File: config.mk
export PLATFORM = sky130hd
export DESIGN_NAME = adaptive_chunk_credit_limiter_flat
export DESIGN_NICKNAME = d
export VERILOG_FILES = /design/src/rtl/accl_pkg.sv /design/src/rtl/accl_if.sv /design/src/rtl/accl_div.sv /design/src/rtl/adaptive_chunk_credit_limiter.sv /design/src/flat_wrapper.sv
export SDC_FILE = /design/constraint.sdc
export NUM_CORES = 2
export LEC_CHECK = 0
export ABC_CLOCK_PERIOD_IN_PS = 16250
export BUFFER_PORTS_ARGS = -buffer_cell sky130_fd_sc_hd__buf_2
export CORE_AREA = 5 5 310 312
export DETAILED_ROUTE_END_ITERATION = 8
export DIE_AREA = 0 0 315 317
export GPL_ROUTABILITY_DRIVEN = 0
export PLACE_DENSITY = 0.63
export SLEW_MARGIN = 20
export SYNTH_ARGS = -nofsm -noshare
export SYNTH_HDL_FRONTEND = slang
export SYNTH_HIERARCHICAL = 1
export SYNTH_SLANG_ARGS = --single-unit
File: constraint.sdc
create_clock -name clk -period 16.25 [get_ports clk]
set_input_delay 3.25 -clock clk [delete_from_list [all_inputs] [get_ports clk]]
set_output_delay 3.25 -clock clk [all_outputs]
set_load 0.02 [all_outputs]
File: src/rtl/accl_pkg.sv
`default_nettype none

package accl_pkg;

  // Item kinds carried in the kind field.
  typedef enum logic [1:0] {
    KIND_STATS = 2'd0,
    KIND_PIN   = 2'd1,
    KIND_UNPIN = 2'd2,
    KIND_TAKE  = 2'd3
  } kind_t;

  // Register indexes on the configuration port (byte address is 8 times the index).
  localparam logic [1:0] REG_MEM_LIMIT = 2'd0;
  localparam logic [1:0] REG_MAX_CAP   = 2'd1;
  localparam logic [1:0] REG_ROWS      = 2'd2;

  localparam int ADDR_W  = 5;
  localparam int PDATA_W = 64;

  localparam logic [47:0] MEM_LIMIT_RST = 48'd268435456;
  localparam logic [15:0] MAX_CAP_RST   = 16'd64;
  localparam logic [15:0] ROWS_RST      = 16'd4096;

  // Shared serial divider.
  localparam int          DIV_W     = 64;
  localparam int          STEP_W    = 7;
  localparam logic [6:0]  STEPS_AVG = 7'd64;
  localparam logic [6:0]  STEPS_CAP = 7'd48;

  typedef enum logic [2:0] {
    ST_IDLE,
    ST_CHECK,
    ST_DIV1,
    ST_QUOT,
    ST_MUL,
    ST_DIV2S,
    ST_DIV2,
    ST_CLAMP
  } state_t;

  typedef struct packed {
    logic              start;
    logic [STEP_W-1:0] steps;
  } div_ctl_t;

  typedef struct packed {
    logic busy;
    logic done;
  } div_sts_t;

endpackage

`default_nettype wire

File: src/rtl/accl_if.sv
`default_nettype none

interface accl_in_if;
  logic        valid;
  logic        ready;
  logic [1:0]  kind;
  logic [31:0] added_bytes;
  logic [23:0] added_rows;
  logic [15:0] chunk_count;

  modport source(output valid, kind, added_bytes, added_rows, chunk_count, input ready);
  modport sink(input valid, kind, added_bytes, added_rows, chunk_count, output ready);
endinterface

interface accl_out_if;
  logic        valid;
  logic        ready;
  logic        granted;
  logic [15:0] capacity_now;
  logic [16:0] pinned_now;
  logic        full_event;
  logic        underflow;

  modport source(output valid, granted, capacity_now, pinned_now, full_event, underflow,
                 input ready);
  modport sink(input valid, granted, capacity_now, pinned_now, full_event, underflow,
               output ready);
endinterface

`default_nettype wire

File: src/rtl/accl_div.sv
`default_nettype none

module accl_div (
  input  logic                          clk,
  input  logic                          rst,
  input  accl_pkg::div_ctl_t            ctl,
  input  logic [accl_pkg::DIV_W-1:0]    dividend,
  input  logic [accl_pkg::DIV_W-1:0]    divisor,
  output accl_pkg::div_sts_t            sts,
  output logic [accl_pkg::DIV_W-1:0]    quotient
);
  import accl_pkg::*;

  logic [DIV_W:0]    rem;
  logic [DIV_W-1:0]  quo;
  logic [DIV_W-1:0]  dsr;
  logic [STEP_W-1:0] cnt;
  logic              busy;
  logic              done;

  logic [DIV_W:0]    shifted;
  logic [DIV_W:0]    diff;
  logic              ge;

  // Restoring division, one quotient bit per cycle. The dividend shifts out
  // of the top of quo while quotient bits shift in at the bottom.
  assign shifted = {rem[DIV_W-1:0], quo[DIV_W-1]};
  assign ge      = shifted >= {1'b0, dsr};
  assign diff    = shifted - {1'b0, dsr};

  always_ff @(posedge clk) begin
    if (rst) begin
      busy <= 1'b0;
      done <= 1'b0;
    end else begin
      done <= 1'b0;
      if (ctl.start) begin
        rem  <= '0;
        quo  <= dividend;
        dsr  <= divisor;
        cnt  <= ctl.steps;
        busy <= 1'b1;
      end else if (busy) begin
        rem <= ge ? diff : shifted;
        quo <= {quo[DIV_W-2:0], ge};
        cnt <= cnt - STEP_W'(1);
        if (cnt == STEP_W'(1)) begin
          busy <= 1'b0;
          done <= 1'b1;
        end
      end
    end
  end

  assign sts.busy = busy;
  assign sts.done = done;
  assign quotient = quo;

endmodule

`default_nettype wire

File: src/rtl/adaptive_chunk_credit_limiter.sv
// Chunk credit limiter. Items arrive on the cmd channel and each one yields
// exactly one result item on the res channel; both use valid/ready and an
// item moves at a clock edge where valid and ready are both high.
// Pin, unpin and take items are handled at the edge that accepts them and
// their result is valid in the next cycle. A stats item updates the running
// byte and row totals and then recomputes the capacity: a 64-step bit-serial
// division for the average row size, a 16-step shift-add multiply by
// rows_per_chunk, and a 48-step division of the memory limit by the usage,
// both divisions sharing one serial divider. A stats item ends early while
// the row total is zero, and after the first division when the average or
// rows_per_chunk is zero; only the latter sets the capacity to the maximum.
// One item is in work at a time; the next is accepted once the block is idle
// and the result register is free or being emptied in that same cycle.
// When the receiver stalls, the result holds in the output register and no
// new item is taken until it leaves. Reset (rst, synchronous) loads the
// registers with their default values, clears the totals, the pinned count
// and the pending event, and sets the capacity to the default maximum. The
// registers are written over the APB port at byte addresses 0, 8 and 16;
// the user writes them only while the block is idle, which it does not enforce.
`default_nettype none

module adaptive_chunk_credit_limiter (
  input  logic                            clk,
  input  logic                            rst,
  accl_in_if.sink                         cmd,
  accl_out_if.source                      res,
  input  logic                            psel,
  input  logic                            penable,
  input  logic                            pwrite,
  input  logic [accl_pkg::ADDR_W-1:0]     paddr,
  input  logic [accl_pkg::PDATA_W-1:0]    pwdata,
  output logic [accl_pkg::PDATA_W-1:0]    prdata,
  output logic                            pready
);
  import accl_pkg::*;

  // Configuration registers.
  logic [47:0] mem_limit;
  logic [15:0] max_cap;
  logic [15:0] rows_per_chunk;

  // Limiter state.
  logic [63:0] byte_total;
  logic [63:0] row_total;
  logic [15:0] capacity;
  logic [16:0] pinned;
  logic        ev_pend;

  // Stats datapath.
  state_t      state;
  state_t      state_next;
  logic [63:0] avg;
  logic [79:0] acc;
  logic [3:0]  mcnt;

  // Result register.
  logic        ov;
  logic        o_granted;
  logic [15:0] o_capacity;
  logic [16:0] o_pinned;
  logic        o_full;
  logic        o_under;

  div_ctl_t    div_ctl;
  div_sts_t    div_sts;
  logic [63:0] div_dividend;
  logic [63:0] div_quot;

  logic        out_free;
  logic        accept;
  logic        fast_load;
  logic        done_load;
  logic        cfg_wr;
  logic [1:0]  cfg_idx;
  kind_t       kind;

  logic [64:0] byte_sum;
  logic [64:0] row_sum;
  logic [63:0] usage;
  logic [17:0] pin_sum;
  logic        pin_ok;
  logic        unpin_under;
  logic [16:0] pinned_upd;
  logic        ev_upd;
  logic        granted_upd;
  logic [63:0] cap_lo;
  logic [15:0] cap_clamped;

  // Outputs of the control.
  logic        stats_done;
  logic        stats_wait;

  assign pready   = 1'b1;
  assign cfg_idx  = paddr[4:3];
  assign cfg_wr   = psel && penable && pwrite;
  assign kind     = kind_t'(cmd.kind);
  assign out_free = !ov || res.ready;
  assign accept   = cmd.valid && cmd.ready;

  always_comb begin
    unique case (cfg_idx)
      REG_MEM_LIMIT: prdata = {16'h0, mem_limit};
      REG_MAX_CAP:   prdata = {48'h0, max_cap};
      REG_ROWS:      prdata = {48'h0, rows_per_chunk};
      default:       prdata = '0;
    endcase
  end

  always_ff @(posedge clk) begin
    if (rst) begin
      mem_limit      <= MEM_LIMIT_RST;
      max_cap        <= MAX_CAP_RST;
      rows_per_chunk <= ROWS_RST;
    end else if (cfg_wr) begin
      if (cfg_idx == REG_MEM_LIMIT) begin
        mem_limit <= pwdata[47:0];
      end
      if (cfg_idx == REG_MAX_CAP) begin
        max_cap <= pwdata[15:0];
      end
      if (cfg_idx == REG_ROWS) begin
        rows_per_chunk <= pwdata[15:0];
      end
    end
  end

  // Saturating totals.
  assign byte_sum = {1'b0, byte_total} + {33'h0, cmd.added_bytes};
  assign row_sum  = {1'b0, row_total} + {41'h0, cmd.added_rows};

  // Pin and unpin decisions for the kinds handled at acceptance.
  assign pin_sum     = {1'b0, pinned} + {2'b0, cmd.chunk_count};
  assign pin_ok      = pin_sum <= {2'b0, capacity};
  assign unpin_under = {1'b0, cmd.chunk_count} > pinned;

  always_comb begin
    pinned_upd  = pinned;
    ev_upd      = ev_pend;
    granted_upd = 1'b0;
    unique case (kind)
      KIND_PIN: begin
        if (pin_ok) begin
          pinned_upd  = pin_sum[16:0];
          granted_upd = 1'b1;
        end else if (pinned < {1'b0, capacity}) begin
          // A refused pin below capacity still raises the event.
          ev_upd = 1'b1;
        end
      end
      KIND_UNPIN: begin
        pinned_upd = unpin_under ? '0 : pinned - {1'b0, cmd.chunk_count};
        if (pinned >= {1'b0, capacity} && pinned_upd < {1'b0, capacity}) begin
          ev_upd = 1'b1;
        end
      end
      default: begin
      end
    endcase
  end

  // The multiply result saturates at the top of the 64-bit range.
  assign usage = (|acc[79:64]) ? '1 : acc[63:0];

  // Clamp order: at least one, then at most the maximum.
  assign cap_lo      = (div_quot == '0) ? 64'd1 : div_quot;
  assign cap_clamped = (cap_lo > {48'h0, max_cap}) ? max_cap : cap_lo[15:0];

  // Next state. A finished stats item returns to idle at once; its result
  // waits for the output register under the stats_wait flag.
  always_comb begin
    state_next = state;
    unique case (state)
      ST_IDLE: begin
        if (accept && kind == KIND_STATS) begin
          state_next = ST_CHECK;
        end
      end
      ST_CHECK: state_next = (row_total == '0) ? ST_IDLE : ST_DIV1;
      ST_DIV1: begin
        if (div_sts.done) begin
          state_next = ST_QUOT;
        end
      end
      ST_QUOT: begin
        if (avg == '0 || rows_per_chunk == '0) begin
          state_next = ST_IDLE;
        end else begin
          state_next = ST_MUL;
        end
      end
      ST_MUL: begin
        if (mcnt == '0) begin
          state_next = ST_DIV2S;
        end
      end
      ST_DIV2S: state_next = ST_DIV2;
      ST_DIV2: begin
        if (div_sts.done) begin
          state_next = ST_CLAMP;
        end
      end
      ST_CLAMP: state_next = ST_IDLE;
      default:  state_next = ST_IDLE;
    endcase
  end

  always_comb begin
    div_ctl       = '0;
    div_dividend  = byte_total;
    stats_done    = 1'b0;
    unique case (state)
      ST_CHECK: begin
        if (row_total != '0) begin
          div_ctl.start = 1'b1;
          div_ctl.steps = STEPS_AVG;
        end else begin
          stats_done = 1'b1;
        end
      end
      ST_QUOT: begin
        stats_done = (avg == '0) || (rows_per_chunk == '0);
      end
      ST_DIV2S: begin
        div_ctl.start = 1'b1;
        div_ctl.steps = STEPS_CAP;
        div_dividend  = {mem_limit, 16'h0};
      end
      ST_CLAMP: stats_done = 1'b1;
      default: begin
      end
    endcase
  end

  // Items are taken only when idle, with no finished stats result waiting,
  // and with room in the result register.
  assign cmd.ready = (state == ST_IDLE) && !stats_wait && out_free;
  assign fast_load = accept && kind != KIND_STATS;
  assign done_load = stats_wait && out_free;

  always_ff @(posedge clk) begin
    if (rst) begin
      state      <= ST_IDLE;
      stats_wait <= 1'b0;
      byte_total <= '0;
      row_total  <= '0;
      capacity   <= MAX_CAP_RST;
      pinned     <= '0;
      ev_pend    <= 1'b0;
    end else begin
      state <= state_next;
      if (stats_done) begin
        stats_wait <= 1'b1;
      end else if (done_load) begin
        stats_wait <= 1'b0;
      end
      if (accept) begin
        if (kind == KIND_STATS) begin
          byte_total <= byte_sum[64] ? '1 : byte_sum[63:0];
          row_total  <= row_sum[64] ? '1 : row_sum[63:0];
        end else begin
          pinned  <= pinned_upd;
          ev_pend <= (kind == KIND_TAKE) ? 1'b0 : ev_upd;
        end
      end
      if (state == ST_QUOT && avg != '0 && rows_per_chunk == '0) begin
        capacity <= max_cap;
      end
      if (state == ST_CLAMP) begin
        capacity <= cap_clamped;
      end
    end
  end

  // Serial multiply, most significant bit of rows_per_chunk first.
  always_ff @(posedge clk) begin
    if (state == ST_DIV1 && div_sts.done) begin
      avg <= div_quot;
    end
    if (state == ST_QUOT) begin
      acc  <= '0;
      mcnt <= 4'd15;
    end else if (state == ST_MUL) begin
      acc  <= {acc[78:0], 1'b0} + (rows_per_chunk[mcnt] ? {16'h0, avg} : 80'h0);
      mcnt <= mcnt - 4'd1;
    end
  end

  accl_div u_div (
    .clk      (clk),
    .rst      (rst),
    .ctl      (div_ctl),
    .dividend (div_dividend),
    .divisor  ((state == ST_DIV2S) ? usage : row_total),
    .sts      (div_sts),
    .quotient (div_quot)
  );

  // Result register.
  always_ff @(posedge clk) begin
    if (rst) begin
      ov <= 1'b0;
    end else if (fast_load || done_load) begin
      ov <= 1'b1;
    end else if (res.ready) begin
      ov <= 1'b0;
    end
  end

  always_ff @(posedge clk) begin
    if (fast_load) begin
      o_granted  <= granted_upd;
      o_capacity <= capacity;
      o_pinned   <= pinned_upd;
      o_full     <= ev_upd;
      o_under    <= (kind == KIND_UNPIN) && unpin_under;
    end else if (done_load) begin
      o_granted  <= 1'b0;
      o_capacity <= capacity;
      o_pinned   <= pinned;
      o_full     <= ev_pend;
      o_under    <= 1'b0;
    end
  end

  assign res.valid        = ov;
  assign res.granted      = o_granted;
  assign res.capacity_now = o_capacity;
  assign res.pinned_now   = o_pinned;
  assign res.full_event   = o_full;
  assign res.underflow    = o_under;

endmodule

`default_nettype wire

File: src/flat_wrapper.sv
// flat-port wrapper written by rule: the top's interface ports become plain ports
module adaptive_chunk_credit_limiter_flat import accl_pkg::*;
  (clk, rst, psel, penable, pwrite, paddr, pwdata, prdata, pready, cmd_valid, cmd_kind, cmd_added_bytes, cmd_added_rows, cmd_chunk_count, cmd_ready, res_valid, res_granted, res_capacity_now, res_pinned_now, res_full_event, res_underflow, res_ready);
  accl_in_if cmd_i ();
  accl_out_if res_i ();
  input  logic clk;
  input  logic rst;
  input  logic psel;
  input  logic penable;
  input  logic pwrite;
  input  logic [accl_pkg::ADDR_W-1:0] paddr;
  input  logic [accl_pkg::PDATA_W-1:0] pwdata;
  output logic [accl_pkg::PDATA_W-1:0] prdata;
  output logic pready;
  input wire logic [$bits(cmd_i.valid)-1:0] cmd_valid;
  input wire logic [$bits(cmd_i.kind)-1:0] cmd_kind;
  input wire logic [$bits(cmd_i.added_bytes)-1:0] cmd_added_bytes;
  input wire logic [$bits(cmd_i.added_rows)-1:0] cmd_added_rows;
  input wire logic [$bits(cmd_i.chunk_count)-1:0] cmd_chunk_count;
  output wire logic [$bits(cmd_i.ready)-1:0] cmd_ready;
  output wire logic [$bits(res_i.valid)-1:0] res_valid;
  output wire logic [$bits(res_i.granted)-1:0] res_granted;
  output wire logic [$bits(res_i.capacity_now)-1:0] res_capacity_now;
  output wire logic [$bits(res_i.pinned_now)-1:0] res_pinned_now;
  output wire logic [$bits(res_i.full_event)-1:0] res_full_event;
  output wire logic [$bits(res_i.underflow)-1:0] res_underflow;
  input wire logic [$bits(res_i.ready)-1:0] res_ready;
  assign cmd_i.valid = cmd_valid;
  assign cmd_i.kind = cmd_kind;
  assign cmd_i.added_bytes = cmd_added_bytes;
  assign cmd_i.added_rows = cmd_added_rows;
  assign cmd_i.chunk_count = cmd_chunk_count;
  assign cmd_ready = cmd_i.ready;
  assign res_valid = res_i.valid;
  assign res_granted = res_i.granted;
  assign res_capacity_now = res_i.capacity_now;
  assign res_pinned_now = res_i.pinned_now;
  assign res_full_event = res_i.full_event;
  assign res_underflow = res_i.underflow;
  assign res_i.ready = res_ready;
  adaptive_chunk_credit_limiter u_core (.clk(clk), .rst(rst), .cmd(cmd_i), .res(res_i), .psel(psel), .penable(penable), .pwrite(pwrite), .paddr(paddr), .pwdata(pwdata), .prdata(prdata), .pready(pready));
endmodule
==> Word level (Yosys, flattened, before mapping) <==
Cells that the tools add are included.
{ "classes": {"add_sub_neg": 8, "magnitude_cmp": 8, "eq_ne": 17, "muxes": 56, "bitwise_logic": 3, "reduce_logical": 44} }
{ "ops": {"columns": ["operator", "count"], "rows": [
  ["64-bit 2-to-1 mux", 11],
  ["64-bit zero test", 3],
  ["48-bit one-hot mux with 3 select lines", 1],
  ["64-bit nonzero test", 2],
  ["80-bit adder", 1],
  ["16-bit 2-to-1 mux", 5],
  ["17-bit 2-to-1 mux", 4],
  ["64-bit by 24-bit adder with 65-bit output", 1],
  ["64-bit by 32-bit adder with 65-bit output", 1],
  ["65-bit by 64-bit greater-or-equal comparator with 1-bit output", 1],
  ["64-bit by 16-bit greater-than comparator with 1-bit output", 1],
  ["64-bit subtractor", 1],
  ["17-bit by 16-bit less-than comparator with 1-bit output", 2],
  ["17-bit one-hot mux with 2 select lines", 1],
  ["3-bit one-hot mux with 8 select lines", 1],
  ["1-bit 2-to-1 mux", 20],
  ["17-bit by 16-bit adder with 18-bit output", 1],
  ["18-bit by 16-bit <= comparator with 1-bit output", 1],
  ["17-bit by 16-bit greater-or-equal comparator with 1-bit output", 1],
  ["16-bit by 17-bit greater-than comparator with 1-bit output", 1],
  ["17-bit by 16-bit subtractor with 17-bit output", 1],
  ["16-bit zero test", 1],
  ["8-bit one-hot mux with 2 select lines", 1],
  ["16-bit OR reduction", 1],
  ["29 further kinds", 72]
]} }
{ "totals": {"reg_bits": 632, "inputBits": 150, "out_inout_bits": 103, "wordCells": 161} }

==> Depth between registers and ports, before layout <==
{ "logic_depth": {"ltp_word": 7, "mapped_depth": 23, "ltp_nobuf": 21} }

==> By module <==
Netlist, hierarchy kept.
{ "modules_own_cells": {"columns": ["mod", "n_inst", "cells_each", "area_each_um2", "seq_area_each_um2"], "rows": [
  ["adaptive_chunk_credit_limiter", 1, 3641, 29153.0, 9629.2],
  ["accl_div", 1, 1188, 12177.9, 6015.8]
]} }

==> Worst setup path after synthesis <==
No wires, ideal clock.
{ "synth_path": {"kind": "input to register", "from": "input rst", "to": "register u_core.u_div.cnt[0] (enable)", "setup_time_ns": 0.631, "t_arrival_ns": 8.821, "required_ns": 15.619, "path_slack_ns": 6.799, "cell_stages": 1, "path_buffers": 0, "cell_sequence": "nor2_1"} }
{ "synth_via": {"elab_chain_cells": 2} }
{ "synth_rtl": {"columns": ["item", "line", "source"], "rows": [
  ["start, declared", "flat_wrapper.sv:7", "input logic rst;"],
  ["1-bit inverter (no line)", null, null],
  ["2-bit AND reduction (no line)", null, null],
  ["end signal, assigned", "accl_div.sv:41", "cnt <= ctl.steps;"],
  ["end signal, assigned", "accl_div.sv:46", "cnt <= cnt - STEP_W'(1);"],
  ["end, declared", "accl_div.sv:17", "logic [STEP_W-1:0] cnt;"]
]} }
No other way between the ends.
A chain may end at the register's enable or synchronous reset.

==> Final worst setup path <==
{ "layout_path": {"from": "input cmd_chunk_count[1]", "to": "register u_core.pinned[13]"} }
{ "layout_via": {"elab_chain_cells": 4, "elab_cells_between_ends": 7, "cone_classes": "add/sub (2); order compare (2); mux (3)"} }
{ "layout_rtl": {"columns": ["item", "line", "source"], "rows": [
  ["start, declared", "flat_wrapper.sv:19", "input wire logic [$bits(cmd_i.chunk_count)-1:0] cmd_chunk_count;"],
  ["17-bit by 16-bit adder with 18-bit output", "adaptive_chunk_credit_limiter.sv:132", "assign pin_sum = {1'b0, pinned} + {2'b0, cmd.chunk_count};"],
  ["18-bit by 16-bit <= comparator with 1-bit output", "adaptive_chunk_credit_limiter.sv:133", "assign pin_ok = pin_sum <= {2'b0, capacity};"],
  ["17-bit 2-to-1 mux", "adaptive_chunk_credit_limiter.sv:142", "if (pin_ok) begin"],
  ["17-bit one-hot mux with 2 select lines *", "adaptive_chunk_credit_limiter.sv:140", "unique case (kind)"],
  ["end signal, assigned", "adaptive_chunk_credit_limiter.sv:261", "pinned <= pinned_upd;"],
  ["end, declared", "adaptive_chunk_credit_limiter.sv:46", "logic [16:0] pinned;"]
]} }
Mark *: on every way between the ends. The rest lies on a longest branch, timed or not.

==> results.tsv <==
metric	value	unit
die area	0.0999	mm²
slew at the pin with the worst max-slew slack	1.12	ns
highest clock rate	0.123	GHz
Initial Utilization	0.445	
pre-CTS setup slack	7.59	ns
worst-path fanout max	11	
RSZ-0062 raised after global routing	false	
endpoints failing setup	0	
Worst Min Path Start	u_core/capacity[6]	
Final Hold Fails	0	
fin crit period	8.16	ns
Setup crit end kind	flip-flop	
Vias	35800	
pin count of the biggest net entering global routing	109	
MaxCap Viol Count	0	
Final ANT Viol Nets	0	
DP Wirelength	92300	µm
final worst slack	8.09	ns
Post-Syn Area	0.0413	mm²
area of the core	0.0928	mm²
drt drc	0	
combinational power share	0.107	
Synth Instances	4828	
Pint	2.84	mW
Clock Root Buffer	clkbuf_16	
sequential share of power	0.454	
port bufs	216	
status	finished clean	
sw frac	0.263	
PwrDens	84.2	mW/mm²
post-CTS setup buffers	0	
Slew Viols, Final	0	
worst-case clock buffer depth	3	
drt wl/cell	20.1	µm
CTS sink count	632	
Via-to-Cell Ratio	5.77	
M1 WL	55200	µm
Yosys warning count	6	
TNS Setup	0	ns
Worst R2R Start	u_core/mcnt[0]	
Clock Latency Late Sink	0.64	ns
syn_area_per_cell	8.56	µm²
crit share post-route	0.502	
Final nets	5327	
Iter 0 DRT Violations	2902	
Max transition margin	0.251	
vias in the first global route	34000	
Peak VDD IR	0.0757	mV
Worst Setup SP	cmd_chunk_count[1]	
DR WL met2	58500	µm
die height	317	µm
Clock Power Share	0.439	
Worst Setup Path Type	input port to flip-flop	
initial antenna violation count	2	
Clk pin slew, worst setup/hold paths	0.06	ns
layout cells sized above 1	0.105	
Area growth, synth to finish	10.6	%
cts bufs inserted	73	
first drt pass iteration count	5	
H-tree depth	3	
startpoint types	input port	
GRT Util Overall	0.240	
IO Pins	253	
total grt overflow	0	
CTS Hold Buffers Added	0	
Switch Pwr	1.01	mW
Detailed Route WL	124000	µm
P_leak	18.5	nW
die width	315	µm
Top Metal Used	met4	
wire length on met3	6740	µm
Hold Path Class	flip-flop to flip-flop	
Worst Path Arrival	8.68	ns
Site Rows	112	
first-pass GRT wire length	193000	µm
Crit path required time	16.77	ns
fill count	9001	
CTS tree	done	
Clock Skews	0.0159	ns
PostCTS Resize Cnt	0	
## path summary, 6_finish.rpt
path / endpoint / slack, ns / cells past startpoint
max: u_core/pinned[13] / 8.09 / 22
min: u_core/res.capacity_now[6] / 0.43 / 0
min reg2reg: u_core/res.capacity_now[6] / 0.43 / 0
max reg2reg: u_core/acc[79] / 9.97 / 14
## sequential cells by signal, indices dropped and copies added (netlist names), 3 cells and up
| register | flops |
|---|---|
| u_core/acc | 80 |
| u_core/state | 3 |
| u_core/capacity | 16 |
| u_core/res.pinned_now | 17 |
| u_core/avg | 64 |
| u_core/u_div/quotient | 64 |
| u_core/rows_per_chunk | 16 |
| u_core/byte_total | 64 |
| u_core/pinned | 17 |
| u_core/row_total | 64 |
| u_core/u_div/rem | 64 |
| u_core/mem_limit | 48 |
| u_core/mcnt | 4 |
| u_core/u_div/cnt | 7 |
| u_core/max_cap | 16 |
| u_core/u_div/dsr | 64 |
| u_core/res.capacity_now | 16 |
## final cells by class
class	count	area [µm²]	area share
Sequential cell	632	15600	0.342
Clock buffer	94	2020	0.0442
Antenna cell	1	2.50	0.0000548
Multi-Input combinational cell	3708	23800	0.521
Tap cell	1254	1570	0.0343
Timing Repair Buffer	254	1390	0.0305
Clock inverter	42	427	0.00934
Inverter	217	820	0.0179
## power by group through the flow
stage / sequential, mW / clock, mW / combinational (mW)
6_report: 1.75 / 1.69 / 0.410
5_1_grt: 1.75 / 1.79 / 0.452
4_1_cts: 1.75 / 1.72 / 0.406
3_5_place_dp: 1.78 / 0 / 0.404
3_3_place_gp: 1.78 / 0 / 0.397
2_1_floorplan: 1.77 / 0 / 0.293
## worst max-delay path: stages
cell	delay, ns
buf_2	0.14
inv_1	0.06
ha_1	0.29
nand2b_1	0.14
a21oi_1	0.21
o21bai_1	0.13
a211o_1	0.30
a21oi_1	0.35
a2111o_1	0.24
a21oi_1	0.11
o2bb2ai_1	0.15
xnor2_1	0.30
inv_1	0.08
ha_1	0.31
a211oi_1	0.27
o211ai_1	0.15
a211o_1	0.30
a221oi_2	0.51
a31oi_1	0.45
buf_4	0.36
a221o_1	0.38
and2_1	0.16
## metal layers
layer,vias up,track usage
met1,16900,0.324
met4,0,0.0810
met2,1120,0.405
li1,17500,-
met5,-,0
met3,197,0.0259
## cell usage in the layout (no fill, tap or decap), types with 57 or more instances in the layout
cell type and count:
nand2_1 716, a21oi_1 516, dfxtp_1 333, edfxtp_1 299
ha_1 285, nor2_1 267, o21ai_0 238, buf_2 215
inv_1 214, xnor2_1 135, and2_1 131, a21o_1 129
xor2_1 88, nand4_1 82, nor4_1 79, nand3_1 79
clkbuf_16 77, nor3_1 77, mux2_2 64, a211oi_1 59
o22a_1 59, and3_1 57
## stage by stage
step                power, mW  utilization  instances  area, µm²  hold WS, ns
floorplan                2.06            -       4847      41400        0.408
global placement         2.18        0.466       6064      43200        0.412
detailed placement       2.18        0.466       6065      43300        0.421
CTS                      3.87        0.493       6201      45700        0.432
global route             3.99        0.493       6202      45700        0.452
finish                   3.85        0.493       6202      45700        0.433
(Power assumes the default switching activity.)
